File: config.mk
export PLATFORM = sky130hd
export DESIGN_NAME = multi_entry_timeout_table_unit
export DESIGN_NICKNAME = d
export VERILOG_FILES = /design/src/rtl/mett_pkg.sv /design/src/rtl/mett_ctrl.sv /design/src/rtl/mett_dp.sv /design/src/rtl/multi_entry_timeout_table_unit.sv
export VERILOG_INCLUDE_DIRS = /design/src /design/src/rtl
export SDC_FILE = /design/constraint.sdc
export NUM_CORES = 2
export LEC_CHECK = 0
export ABC_AREA = 1
export BUFFER_PORTS_ARGS = -buffer_cell sky130_fd_sc_hd__clkbuf_2
export CAP_MARGIN = 10
export CORE_ASPECT_RATIO = 1.75
export CORE_MARGIN = 2
export CORE_UTILIZATION = 31
export CTS_CLUSTER_DIAMETER = 50
export DETAILED_ROUTE_END_ITERATION = 10
export GPL_TIMING_DRIVEN = 0
export SETUP_SLACK_MARGIN = 0.02
export SYNTH_ARGS = -nofsm -noshare
export SYNTH_HDL_FRONTEND = slang
export SYNTH_HIERARCHICAL = 1
export SYNTH_SLANG_ARGS = --single-unit
export TNS_END_PERCENT = 10
File: constraint.sdc
create_clock -name i_clk -period 7.5 [get_ports i_clk]
set_input_delay 0.375 -clock i_clk [delete_from_list [all_inputs] [get_ports i_clk]]
set_output_delay 0.375 -clock i_clk [all_outputs]
set_load 0.01 [all_outputs]
File: src/rtl/multi_entry_timeout_table_unit_assert.svh
// Assertion macros shared by the timeout table modules.
`ifndef MULTI_ENTRY_TIMEOUT_TABLE_UNIT_ASSERT_SVH
`define MULTI_ENTRY_TIMEOUT_TABLE_UNIT_ASSERT_SVH

// Consequent must hold in the same cycle as the antecedent.
`define METT_ASSERT_IMP(lbl, ante, cons) \
    lbl: assert property (@(posedge i_clk) disable iff (!i_rst_n) (ante) |-> (cons)) \
        else $error("timeout table assertion failed");

// Consequent must hold in the cycle after the antecedent.
`define METT_ASSERT_NXT(lbl, ante, cons) \
    lbl: assert property (@(posedge i_clk) disable iff (!i_rst_n) (ante) |=> (cons)) \
        else $error("timeout table assertion failed");

`endif

File: src/rtl/mett_pkg.sv
// Types and constants shared by the timeout table modules.
`timescale 1ns / 1ps
package mett_pkg;

    localparam int ENTRIES_DEF = 16;
    localparam int MAX_RESULTS = 16;
    localparam int RES_CNT_W   = $clog2(MAX_RESULTS + 1);
    localparam int TIME_W      = 48;
    localparam logic [TIME_W-1:0] TIME_MAX = {TIME_W{1'b1}};
    localparam int CFG_IDX_W   = 2;
    localparam int CFG_DATA_W  = 32;
    localparam logic [31:0] DEFAULT_TIMEOUT_RST = 32'd30000;
    localparam logic [15:0] SCAN_INTERVAL_RST   = 16'd500;

    typedef enum logic [1:0] {
        OP_WATCH    = 2'd0,
        OP_COMPLETE = 2'd1,
        OP_TICK     = 2'd2,
        OP_NONE     = 2'd3
    } t_op;

    typedef enum logic [CFG_IDX_W-1:0] {
        CFG_DEFAULT_TIMEOUT = 2'd0,
        CFG_SCAN_INTERVAL   = 2'd1
    } t_cfg_idx;

    typedef enum logic {
        EV_EXPIRED  = 1'b0,
        EV_REJECTED = 1'b1
    } t_ev;

    typedef struct packed {
        logic [1:0]  opcode;
        logic [31:0] seq_number;
        logic [31:0] timeout_ms;
        logic        use_default;
    } t_in_word;

    typedef struct packed {
        logic [31:0] out_seq;
        logic        event_kind;
        logic        last;
    } t_out_word;

    // Controller to datapath.
    typedef struct packed {
        logic cap;
        logic rd;
        logic chk_watch;
        logic chk_done;
        logic take;
        logic wr;
        logic rej;
        logic flush;
    } t_cmd;

    // Datapath to controller.
    typedef struct packed {
        logic tick_scan;
        logic expired;
        logic pend_v;
        logic out_free;
        logic can_store;
    } t_st;

endpackage

File: src/rtl/mett_ctrl.sv
// Sequencer that walks the slot table for watch, complete and scan words.
`timescale 1ns / 1ps
`include "multi_entry_timeout_table_unit_assert.svh"
module mett_ctrl import mett_pkg::*; #(
    parameter int ENTRIES = ENTRIES_DEF,
    localparam int IDX_W = (ENTRIES > 1) ? $clog2(ENTRIES) : 1
) (
    input  logic             i_clk,
    input  logic             i_rst_n,
    input  logic             i_in_valid,
    input  logic [1:0]       i_opcode,
    output logic             o_in_ready,
    input  t_st              i_st,
    output t_cmd             o_cmd,
    output logic [IDX_W-1:0] o_idx
);

    localparam logic [IDX_W-1:0] LAST_IDX = IDX_W'(ENTRIES - 1);

    typedef enum logic [2:0] {
        S_IDLE,
        S_RD,
        S_CHK,
        S_APPLY,
        S_FLUSH
    } t_state;

    t_state                 r_state, n_state;
    t_op                    r_op, n_op;
    logic [IDX_W-1:0]       r_idx, n_idx;
    logic [RES_CNT_W-1:0]   r_nres, n_nres;
    t_cmd                   cmd;
    logic                   at_last;

    assign at_last    = (r_idx == LAST_IDX);
    assign o_in_ready = (r_state == S_IDLE);
    assign o_cmd      = cmd;
    assign o_idx      = r_idx;

    always_comb begin
        n_state = r_state;
        n_op    = r_op;
        n_idx   = r_idx;
        n_nres  = r_nres;
        cmd     = '0;
        case (r_state)
            S_IDLE: begin
                if (i_in_valid) begin
                    cmd.cap = 1'b1;
                    n_op    = t_op'(i_opcode);
                    n_idx   = '0;
                    n_nres  = '0;
                    case (t_op'(i_opcode))
                        OP_WATCH:    n_state = S_RD;
                        OP_COMPLETE: n_state = S_RD;
                        OP_TICK:     n_state = i_st.tick_scan ? S_RD : S_IDLE;
                        default:     n_state = S_IDLE;
                    endcase
                end
            end
            S_RD: begin
                cmd.rd  = 1'b1;
                n_state = S_CHK;
            end
            S_CHK: begin
                case (r_op)
                    OP_WATCH: begin
                        cmd.chk_watch = 1'b1;
                        n_state = at_last ? S_APPLY : S_RD;
                        n_idx   = r_idx + IDX_W'(1);
                    end
                    OP_COMPLETE: begin
                        cmd.chk_done = 1'b1;
                        n_state = at_last ? S_IDLE : S_RD;
                        n_idx   = r_idx + IDX_W'(1);
                    end
                    OP_TICK: begin
                        if (i_st.expired) begin
                            // The held word can only move on once the output stage has room.
                            if (!i_st.pend_v || i_st.out_free) begin
                                cmd.take = 1'b1;
                                n_nres   = r_nres + RES_CNT_W'(1);
                                n_idx    = r_idx + IDX_W'(1);
                                if (at_last || (r_nres == RES_CNT_W'(MAX_RESULTS - 1))) begin
                                    n_state = S_FLUSH;
                                end else begin
                                    n_state = S_RD;
                                end
                            end
                        end else begin
                            n_state = at_last ? S_FLUSH : S_RD;
                            n_idx   = r_idx + IDX_W'(1);
                        end
                    end
                    default: n_state = S_IDLE;
                endcase
            end
            S_APPLY: begin
                if (i_st.can_store) begin
                    cmd.wr  = 1'b1;
                    n_state = S_IDLE;
                end else if (i_st.out_free) begin
                    cmd.rej = 1'b1;
                    n_state = S_IDLE;
                end
            end
            S_FLUSH: begin
                if (!i_st.pend_v) begin
                    n_state = S_IDLE;
                end else if (i_st.out_free) begin
                    cmd.flush = 1'b1;
                    n_state   = S_IDLE;
                end
            end
            default: n_state = S_IDLE;
        endcase
    end

    always_ff @(posedge i_clk) begin
        if (!i_rst_n) begin
            r_state <= S_IDLE;
            r_op    <= OP_NONE;
            r_idx   <= '0;
            r_nres  <= '0;
        end else begin
            r_state <= n_state;
            r_op    <= n_op;
            r_idx   <= n_idx;
            r_nres  <= n_nres;
        end
    end

    `METT_ASSERT_IMP(a_take_in_scan, cmd.take, (r_state == S_CHK) && (r_op == OP_TICK))
    `METT_ASSERT_IMP(a_res_bound, 1'b1, r_nres <= RES_CNT_W'(MAX_RESULTS))
    `METT_ASSERT_NXT(a_scan_start, cmd.cap && (i_opcode == OP_TICK) && i_st.tick_scan, r_state == S_RD)

endmodule

File: src/rtl/mett_dp.sv
// Slot storage, time keeping, configuration and output staging.
`timescale 1ns / 1ps
`include "multi_entry_timeout_table_unit_assert.svh"
module mett_dp import mett_pkg::*; #(
    parameter int ENTRIES = ENTRIES_DEF,
    localparam int IDX_W = (ENTRIES > 1) ? $clog2(ENTRIES) : 1
) (
    input  logic                  i_clk,
    input  logic                  i_rst_n,
    input  t_in_word              i_in,
    input  logic                  i_cfg_we,
    input  logic [CFG_IDX_W-1:0]  i_cfg_idx,
    input  logic [CFG_DATA_W-1:0] i_cfg_data,
    input  t_cmd                  i_cmd,
    input  logic [IDX_W-1:0]      i_idx,
    output t_st                   o_st,
    output logic                  o_out_valid,
    input  logic                  i_out_ready,
    output t_out_word             o_out
);

    logic [31:0]        r_dflt;
    logic [15:0]        r_intv;
    logic [TIME_W-1:0]  r_now;
    logic [15:0]        r_cnt;
    logic [ENTRIES-1:0] r_valid;
    t_in_word           r_in;

    logic [31:0]        r_mem_seq [ENTRIES];
    logic [TIME_W-1:0]  r_mem_dl  [ENTRIES];
    logic [31:0]        r_rd_seq;
    logic [TIME_W-1:0]  r_rd_dl;

    logic               r_hit, r_free;
    logic [IDX_W-1:0]   r_hit_idx, r_free_idx;
    logic               r_pend_v;
    logic [31:0]        r_pend_seq;
    logic               r_out_v;
    t_out_word          r_out;

    logic [15:0]        intv_eff;
    logic [15:0]        cnt_inc;
    logic [TIME_W-1:0]  now_inc;
    logic [31:0]        tmo;
    logic [TIME_W:0]    dl_sum;
    logic [TIME_W-1:0]  dl;
    logic               slot_v;
    logic               seq_eq;
    logic               out_free;
    logic [IDX_W-1:0]   wr_idx;
    logic               push_pend;

    assign intv_eff  = (r_intv == 16'd0) ? 16'd1 : r_intv;
    assign cnt_inc   = r_cnt + 16'd1;
    assign now_inc   = (r_now == TIME_MAX) ? r_now : r_now + TIME_W'(1);
    assign tmo       = r_in.use_default ? r_dflt : r_in.timeout_ms;
    assign dl_sum    = {1'b0, r_now} + (TIME_W + 1)'(tmo);
    assign dl        = dl_sum[TIME_W] ? TIME_MAX : dl_sum[TIME_W-1:0];
    assign slot_v    = r_valid[i_idx];
    assign seq_eq    = (r_rd_seq == r_in.seq_number);
    assign out_free  = !r_out_v || i_out_ready;
    assign wr_idx    = r_hit ? r_hit_idx : r_free_idx;
    assign push_pend = i_cmd.take && r_pend_v;

    assign o_st.tick_scan = (cnt_inc >= intv_eff);
    assign o_st.expired   = slot_v && (r_now >= r_rd_dl);
    assign o_st.pend_v    = r_pend_v;
    assign o_st.out_free  = out_free;
    assign o_st.can_store = r_hit || r_free;

    assign o_out_valid = r_out_v;
    assign o_out       = r_out;

    always_ff @(posedge i_clk) begin
        if (!i_rst_n) begin
            r_dflt <= DEFAULT_TIMEOUT_RST;
            r_intv <= SCAN_INTERVAL_RST;
        end else if (i_cfg_we) begin
            case (i_cfg_idx)
                CFG_DEFAULT_TIMEOUT: r_dflt <= i_cfg_data[31:0];
                CFG_SCAN_INTERVAL:   r_intv <= i_cfg_data[15:0];
                default: ;
            endcase
        end
    end

    always_ff @(posedge i_clk) begin
        if (!i_rst_n) begin
            r_now    <= '0;
            r_cnt    <= '0;
            r_valid  <= '0;
            r_hit    <= 1'b0;
            r_free   <= 1'b0;
            r_pend_v <= 1'b0;
            r_out_v  <= 1'b0;
        end else begin
            if (i_cmd.cap) begin
                r_hit  <= 1'b0;
                r_free <= 1'b0;
                if (i_in.opcode == OP_TICK) begin
                    r_now <= now_inc;
                    r_cnt <= o_st.tick_scan ? 16'd0 : cnt_inc;
                end
            end
            // The first match and the lowest free slot win during the sweep.
            if (i_cmd.chk_watch) begin
                if (slot_v && seq_eq && !r_hit) begin
                    r_hit <= 1'b1;
                end
                if (!slot_v && !r_free) begin
                    r_free <= 1'b1;
                end
            end
            if (i_cmd.chk_done && slot_v && seq_eq) begin
                r_valid[i_idx] <= 1'b0;
            end
            if (i_cmd.take) begin
                r_valid[i_idx] <= 1'b0;
                r_pend_v       <= 1'b1;
            end
            if (i_cmd.flush) begin
                r_pend_v <= 1'b0;
            end
            if (i_cmd.wr) begin
                r_valid[wr_idx] <= 1'b1;
            end
            if (push_pend || i_cmd.rej || i_cmd.flush) begin
                r_out_v <= 1'b1;
            end else if (i_out_ready) begin
                r_out_v <= 1'b0;
            end
        end
    end

    always_ff @(posedge i_clk) begin
        if (i_cmd.cap) begin
            r_in <= i_in;
        end
        if (i_cmd.chk_watch && slot_v && seq_eq && !r_hit) begin
            r_hit_idx <= i_idx;
        end
        if (i_cmd.chk_watch && !slot_v && !r_free) begin
            r_free_idx <= i_idx;
        end
        if (i_cmd.take) begin
            r_pend_seq <= r_rd_seq;
        end
        // A scan result is held back until the next expiry or the end of the scan so that its last flag is known.
        if (push_pend) begin
            r_out.out_seq    <= r_pend_seq;
            r_out.event_kind <= EV_EXPIRED;
            r_out.last       <= 1'b0;
        end else if (i_cmd.rej) begin
            r_out.out_seq    <= r_in.seq_number;
            r_out.event_kind <= EV_REJECTED;
            r_out.last       <= 1'b1;
        end else if (i_cmd.flush) begin
            r_out.out_seq    <= r_pend_seq;
            r_out.event_kind <= EV_EXPIRED;
            r_out.last       <= 1'b1;
        end
    end

    always_ff @(posedge i_clk) begin
        if (i_cmd.wr) begin
            r_mem_seq[wr_idx] <= r_in.seq_number;
            r_mem_dl[wr_idx]  <= dl;
        end
        if (i_cmd.rd) begin
            r_rd_seq <= r_mem_seq[i_idx];
            r_rd_dl  <= r_mem_dl[i_idx];
        end
    end

    `METT_ASSERT_IMP(a_push_room, push_pend, out_free)
    `METT_ASSERT_NXT(a_flush_empties, i_cmd.flush, !r_pend_v && r_out_v)
    `METT_ASSERT_IMP(a_store_slot, i_cmd.wr, r_hit || r_free)

endmodule

File: src/rtl/multi_entry_timeout_table_unit.sv
// Top level of the multi-entry deadline watchdog table.
//
// Input words arrive on a valid/ready channel: watch (store a sequence number
// with a deadline), complete (remove it) and tick (one millisecond of time).
// Result words leave on a valid/ready channel: an expiry or a rejected watch,
// with last marking the final word caused by one input word.
// Configuration is a plain write port: write enable, register index, data.
// A tick that does not start a scan only advances the time and the tick count.
// Watch, complete and a scanning tick sweep the slot memory one slot at a time
// through its single registered read port; a scan also ends once MAX_RESULTS
// expiries are taken. A watch or a scan may wait for the output stage.
// The output register decouples the sides: a new word is accepted while a
// result still waits. When the receiver stalls, a scan holds at an expired
// slot while a result is held back, until the output stage frees.
// Reset clears all valid bits, the time and the tick count and sets the registers
// to their defaults; slot contents are left as they are.
`timescale 1ns / 1ps
module multi_entry_timeout_table_unit import mett_pkg::*; #(
    parameter int ENTRIES = ENTRIES_DEF
) (
    input  logic                  i_clk,
    input  logic                  i_rst_n,
    input  logic                  i_in_valid,
    output logic                  o_in_ready,
    input  t_in_word              i_in,
    output logic                  o_out_valid,
    input  logic                  i_out_ready,
    output t_out_word             o_out,
    input  logic                  i_cfg_we,
    input  logic [CFG_IDX_W-1:0]  i_cfg_idx,
    input  logic [CFG_DATA_W-1:0] i_cfg_data
);

    localparam int IDX_W = (ENTRIES > 1) ? $clog2(ENTRIES) : 1;

    t_cmd             cmd;
    t_st              st;
    logic [IDX_W-1:0] idx;

    mett_ctrl #(
        .ENTRIES (ENTRIES)
    ) u_ctrl (
        .i_clk      (i_clk),
        .i_rst_n    (i_rst_n),
        .i_in_valid (i_in_valid),
        .i_opcode   (i_in.opcode),
        .o_in_ready (o_in_ready),
        .i_st       (st),
        .o_cmd      (cmd),
        .o_idx      (idx)
    );

    mett_dp #(
        .ENTRIES (ENTRIES)
    ) u_dp (
        .i_clk       (i_clk),
        .i_rst_n     (i_rst_n),
        .i_in        (i_in),
        .i_cfg_we    (i_cfg_we),
        .i_cfg_idx   (i_cfg_idx),
        .i_cfg_data  (i_cfg_data),
        .i_cmd       (cmd),
        .i_idx       (idx),
        .o_st        (st),
        .o_out_valid (o_out_valid),
        .i_out_ready (i_out_ready),
        .o_out       (o_out)
    );

endmodule
==> metrics.csv <==
metric;value;unit
required;8.07;ns
cts-root-buf;clkbuf_16;
path_class;reg -> reg;
cts_hold_buf;106;
final_area;80270;sq um
synth_largest_area_cell;edfxtp_1;
skew;0.06233;ns
vias;47470;
async_reset_ff_share;0;%
drc;0;
whs;0.08245;ns
cp-start-kind;flip-flop;
fin_cells;8945;
hp-class;in -> reg;
gp_congestion;0.9680;
crit_fanout;16;
ys_types;45;
syn_area_per_cell;12.43;sq um
wl_met3;13210;um
synth_top_area_share;65.99;%
vdd_drop_max;175.4;uV
pwr-share-comb;3.2;%
setup_ws;0.8961;ns
grt_use_total;20.36;%
highest_layer;met5;
fin_crit;6.604;ns
worst_pin_slew;1.351;ns
p_int;14.82;mW
dp_hpwl;168400;um
drv_slew;0;
cts_tree;done;
outcome;finished clean;
grt_pass1_wl;329800;um
wl_per_cell;26.18;um
grt.overflow.total;0;
path_cells;ha_1 > a21oi_1 > o21ai_0 > a21oi_1 > o21ai_0 > a21oi_1 > nand3_1 > nand2_1 > inv_1 > nand3_2 > nor2_4 > nand2_1 > nand2_1 > clkbuf_1 > mux2_2;
drt-met1-wl;79770;um
synth_fp_nets;5687;
relSlewSlack;9.946;%
detail-route-antenna-nets;0;
cts.clk_slew.worst_paths;0.07;ns
viasPerCell;5.307;
setup-violations-final;0;
synth_area;68120;sq um
power;18.84;mW
max_cap_violations;0;
first_iter_violations;4318;
p_seq_share;53.9;%
dp_slack;0.8683;ns
ys_seq_area_share;70.34;%
slowest_delay;0.90;ns
die_x;358.4;um
drt_pre_antenna_iters;5;
slowest_stage;o21ai_0;
hold_violations;0;
power_leakage;26.66;nW
period_share;88.05;%
p_sw;4.015;mW
endpoint_kind;flip-flop;
routed_wl;234200;um
dieArea;223700;sq um
grt_start_max_net_pins;40;
synth_commonest_cells;edfxtp_1 (1,497), nand3_1 (783), nand2_1 (614), inv_1 (331), a31oi_1 (326);
fin_setup_tns;0;ns
num_rows;227;
drive_gt1_share;10.33;%
grt_antenna_before_repair;4;
netSwitchingFraction;21.32;%
rsz0062_at_grt;no;
cts_buffers;159;
die_y;624.1;um
core;218400;sq um
grt_pass1_vias;47820;
powerDensity;234.6;nW/um^2
yosys-top-cells-area;edfxtp_1 (66%), nand3_1 (5.8%), dfxtp_1 (4.3%);
synth_seq_cells;1645;
place_inst;8556;
numPortBuffers;141;
worstSkewPairLatency;0.83;ns
yosys_warnings;6;
power_frac_clock;42.9;%
fmax;0.1514;GHz
met2_length;124100;um
synth_most_common_cell;edfxtp_1;
cts_setup_buffers;0;
h-tree-depth;4;
layout.nets;6170;
final_util;36.75;%
start_util;31.19;%
synth-edff-count;1497;
cts.sinks;1645;
synth_ff_type;edfxtp_1;
syn_to_final_growth;17.83;%
arrival;7.18;ns
num_io_pins;142;
cts_resized;0;
synth_cells;5479;
dpl-instance-area;74050;sq um
clock_path_buffers;4;
cells by family (layout without fill, tap and decap cells):
| logic type | Yosys count | after routing | share of synthesized area (%) |
|---|---|---|---|
| adders and majority gates | 102 | 102 | 1.884 |
| and+or+nand+nor | 2018 | 2018 | 13.74 |
| muxes | 36 | 36 | 0.5933 |
| AOI/OAI and AO/OA | 976 | 976 | 9.062 |
| xor gates and xnor gates | 51 | 51 | 0.6557 |
| DFF | 1645 | 1645 | 70.34 |
| other | 0 | 4 | 0 |
| buffers and inverters | 651 | 1251 | 3.727 |
sequential cells by signal (all words and copies together) (netlist names), 2 cells and up:
name / cells
u_dp/r_pend_seq: 32
u_dp/r_mem_seq: 512
u_dp/r_intv: 16
u_dp/r_hit_idx: 4
u_ctrl/r_state: 3
u_ctrl/r_nres: 5
u_ctrl/r_op: 2
u_ctrl/o_idx: 4
u_dp/r_rd_dl: 48
u_dp/r_valid: 16
u_dp/r_dflt: 32
u_dp/r_rd_seq: 32
u_dp/r_mem_dl: 768
u_dp/o_out: 34
u_dp/r_now: 48
u_dp/r_in: 65
u_dp/r_cnt: 16
u_dp/r_free_idx: 4
routing by layer:
| metal | up-vias | track usage [%] |
|---|---|---|
| met3 | 626 | 2.451 |
| met5 | - | 0 |
| met4 | 4 | 12.99 |
| met2 | 2038 | 38.20 |
| li1 | 21310 | - |
| met1 | 23490 | 21.11 |
layout make-up:
cell class | count | area, sq um
inverters | 351 | 1323
well taps | 2862 | 3581
diodes | 4 | 10.01
plain buffers | 300 | 1220
fillers | 20720 | 138100
clock inverters | 91 | 929.6
repair buffers | 322 | 3277
multi-input cells | 3183 | 17800
flip-flops and latches | 1645 | 47920
clock buffers | 187 | 4210
cell usage in the layout (no fill, tap or decap), types with 46 or more instances in the layout:
cell,instances
or2_1,46
clkbuf_1,223
buf_2,56
nand3_1,783
a21oi_1,165
nand4_1,46
buf_12,47
o21ai_0,119
nand2_1,613
dfxtp_1,148
ha_1,101
clkbuf_2,143
xor2_1,46
a31oi_1,326
clkbuf_16,164
or3_1,80
edfxtp_1,1497
nor2_1,294
inv_1,330
a22oi_1,321
dlygate4sd3_1,106
worst max-delay path, delay by kind of cell (launching register included):
kind	cells	cell delay, ns
flops	1	0.72
simple gates	6	2.50
buf+inv	2	1.00
mux	1	0.46
fa+ha+maj	1	0.26
compound gates	5	1.37
path summary, 6_finish.rpt:
check	to	slack, ns	cells past startpoint	start
setup / recovery	u_dp/o_out[32]	0.90	15	u_dp/r_now[33]
hold / removal	u_dp/r_intv[0]	0.08	5	i_cfg_we
setup reg to reg	u_dp/o_out[32]	0.90	15	u_dp/r_now[33]
hold reg to reg	u_dp/r_dflt[10]	0.45	2	u_dp/r_dflt[10]
power by group through the flow:
stage | clock (mW) | combinational, mW | sequential [mW]
3_3_place_gp | 0 | 0.523 | 10.4
5_1_grt | 8.49 | 0.644 | 10.2
6_report | 8.08 | 0.594 | 10.2
2_1_floorplan | 0 | 0.294 | 10.3
3_5_place_dp | 0 | 0.548 | 10.4
4_1_cts | 8.19 | 0.595 | 10.2
No activity file was read; power rests on OpenSTA's default activity.
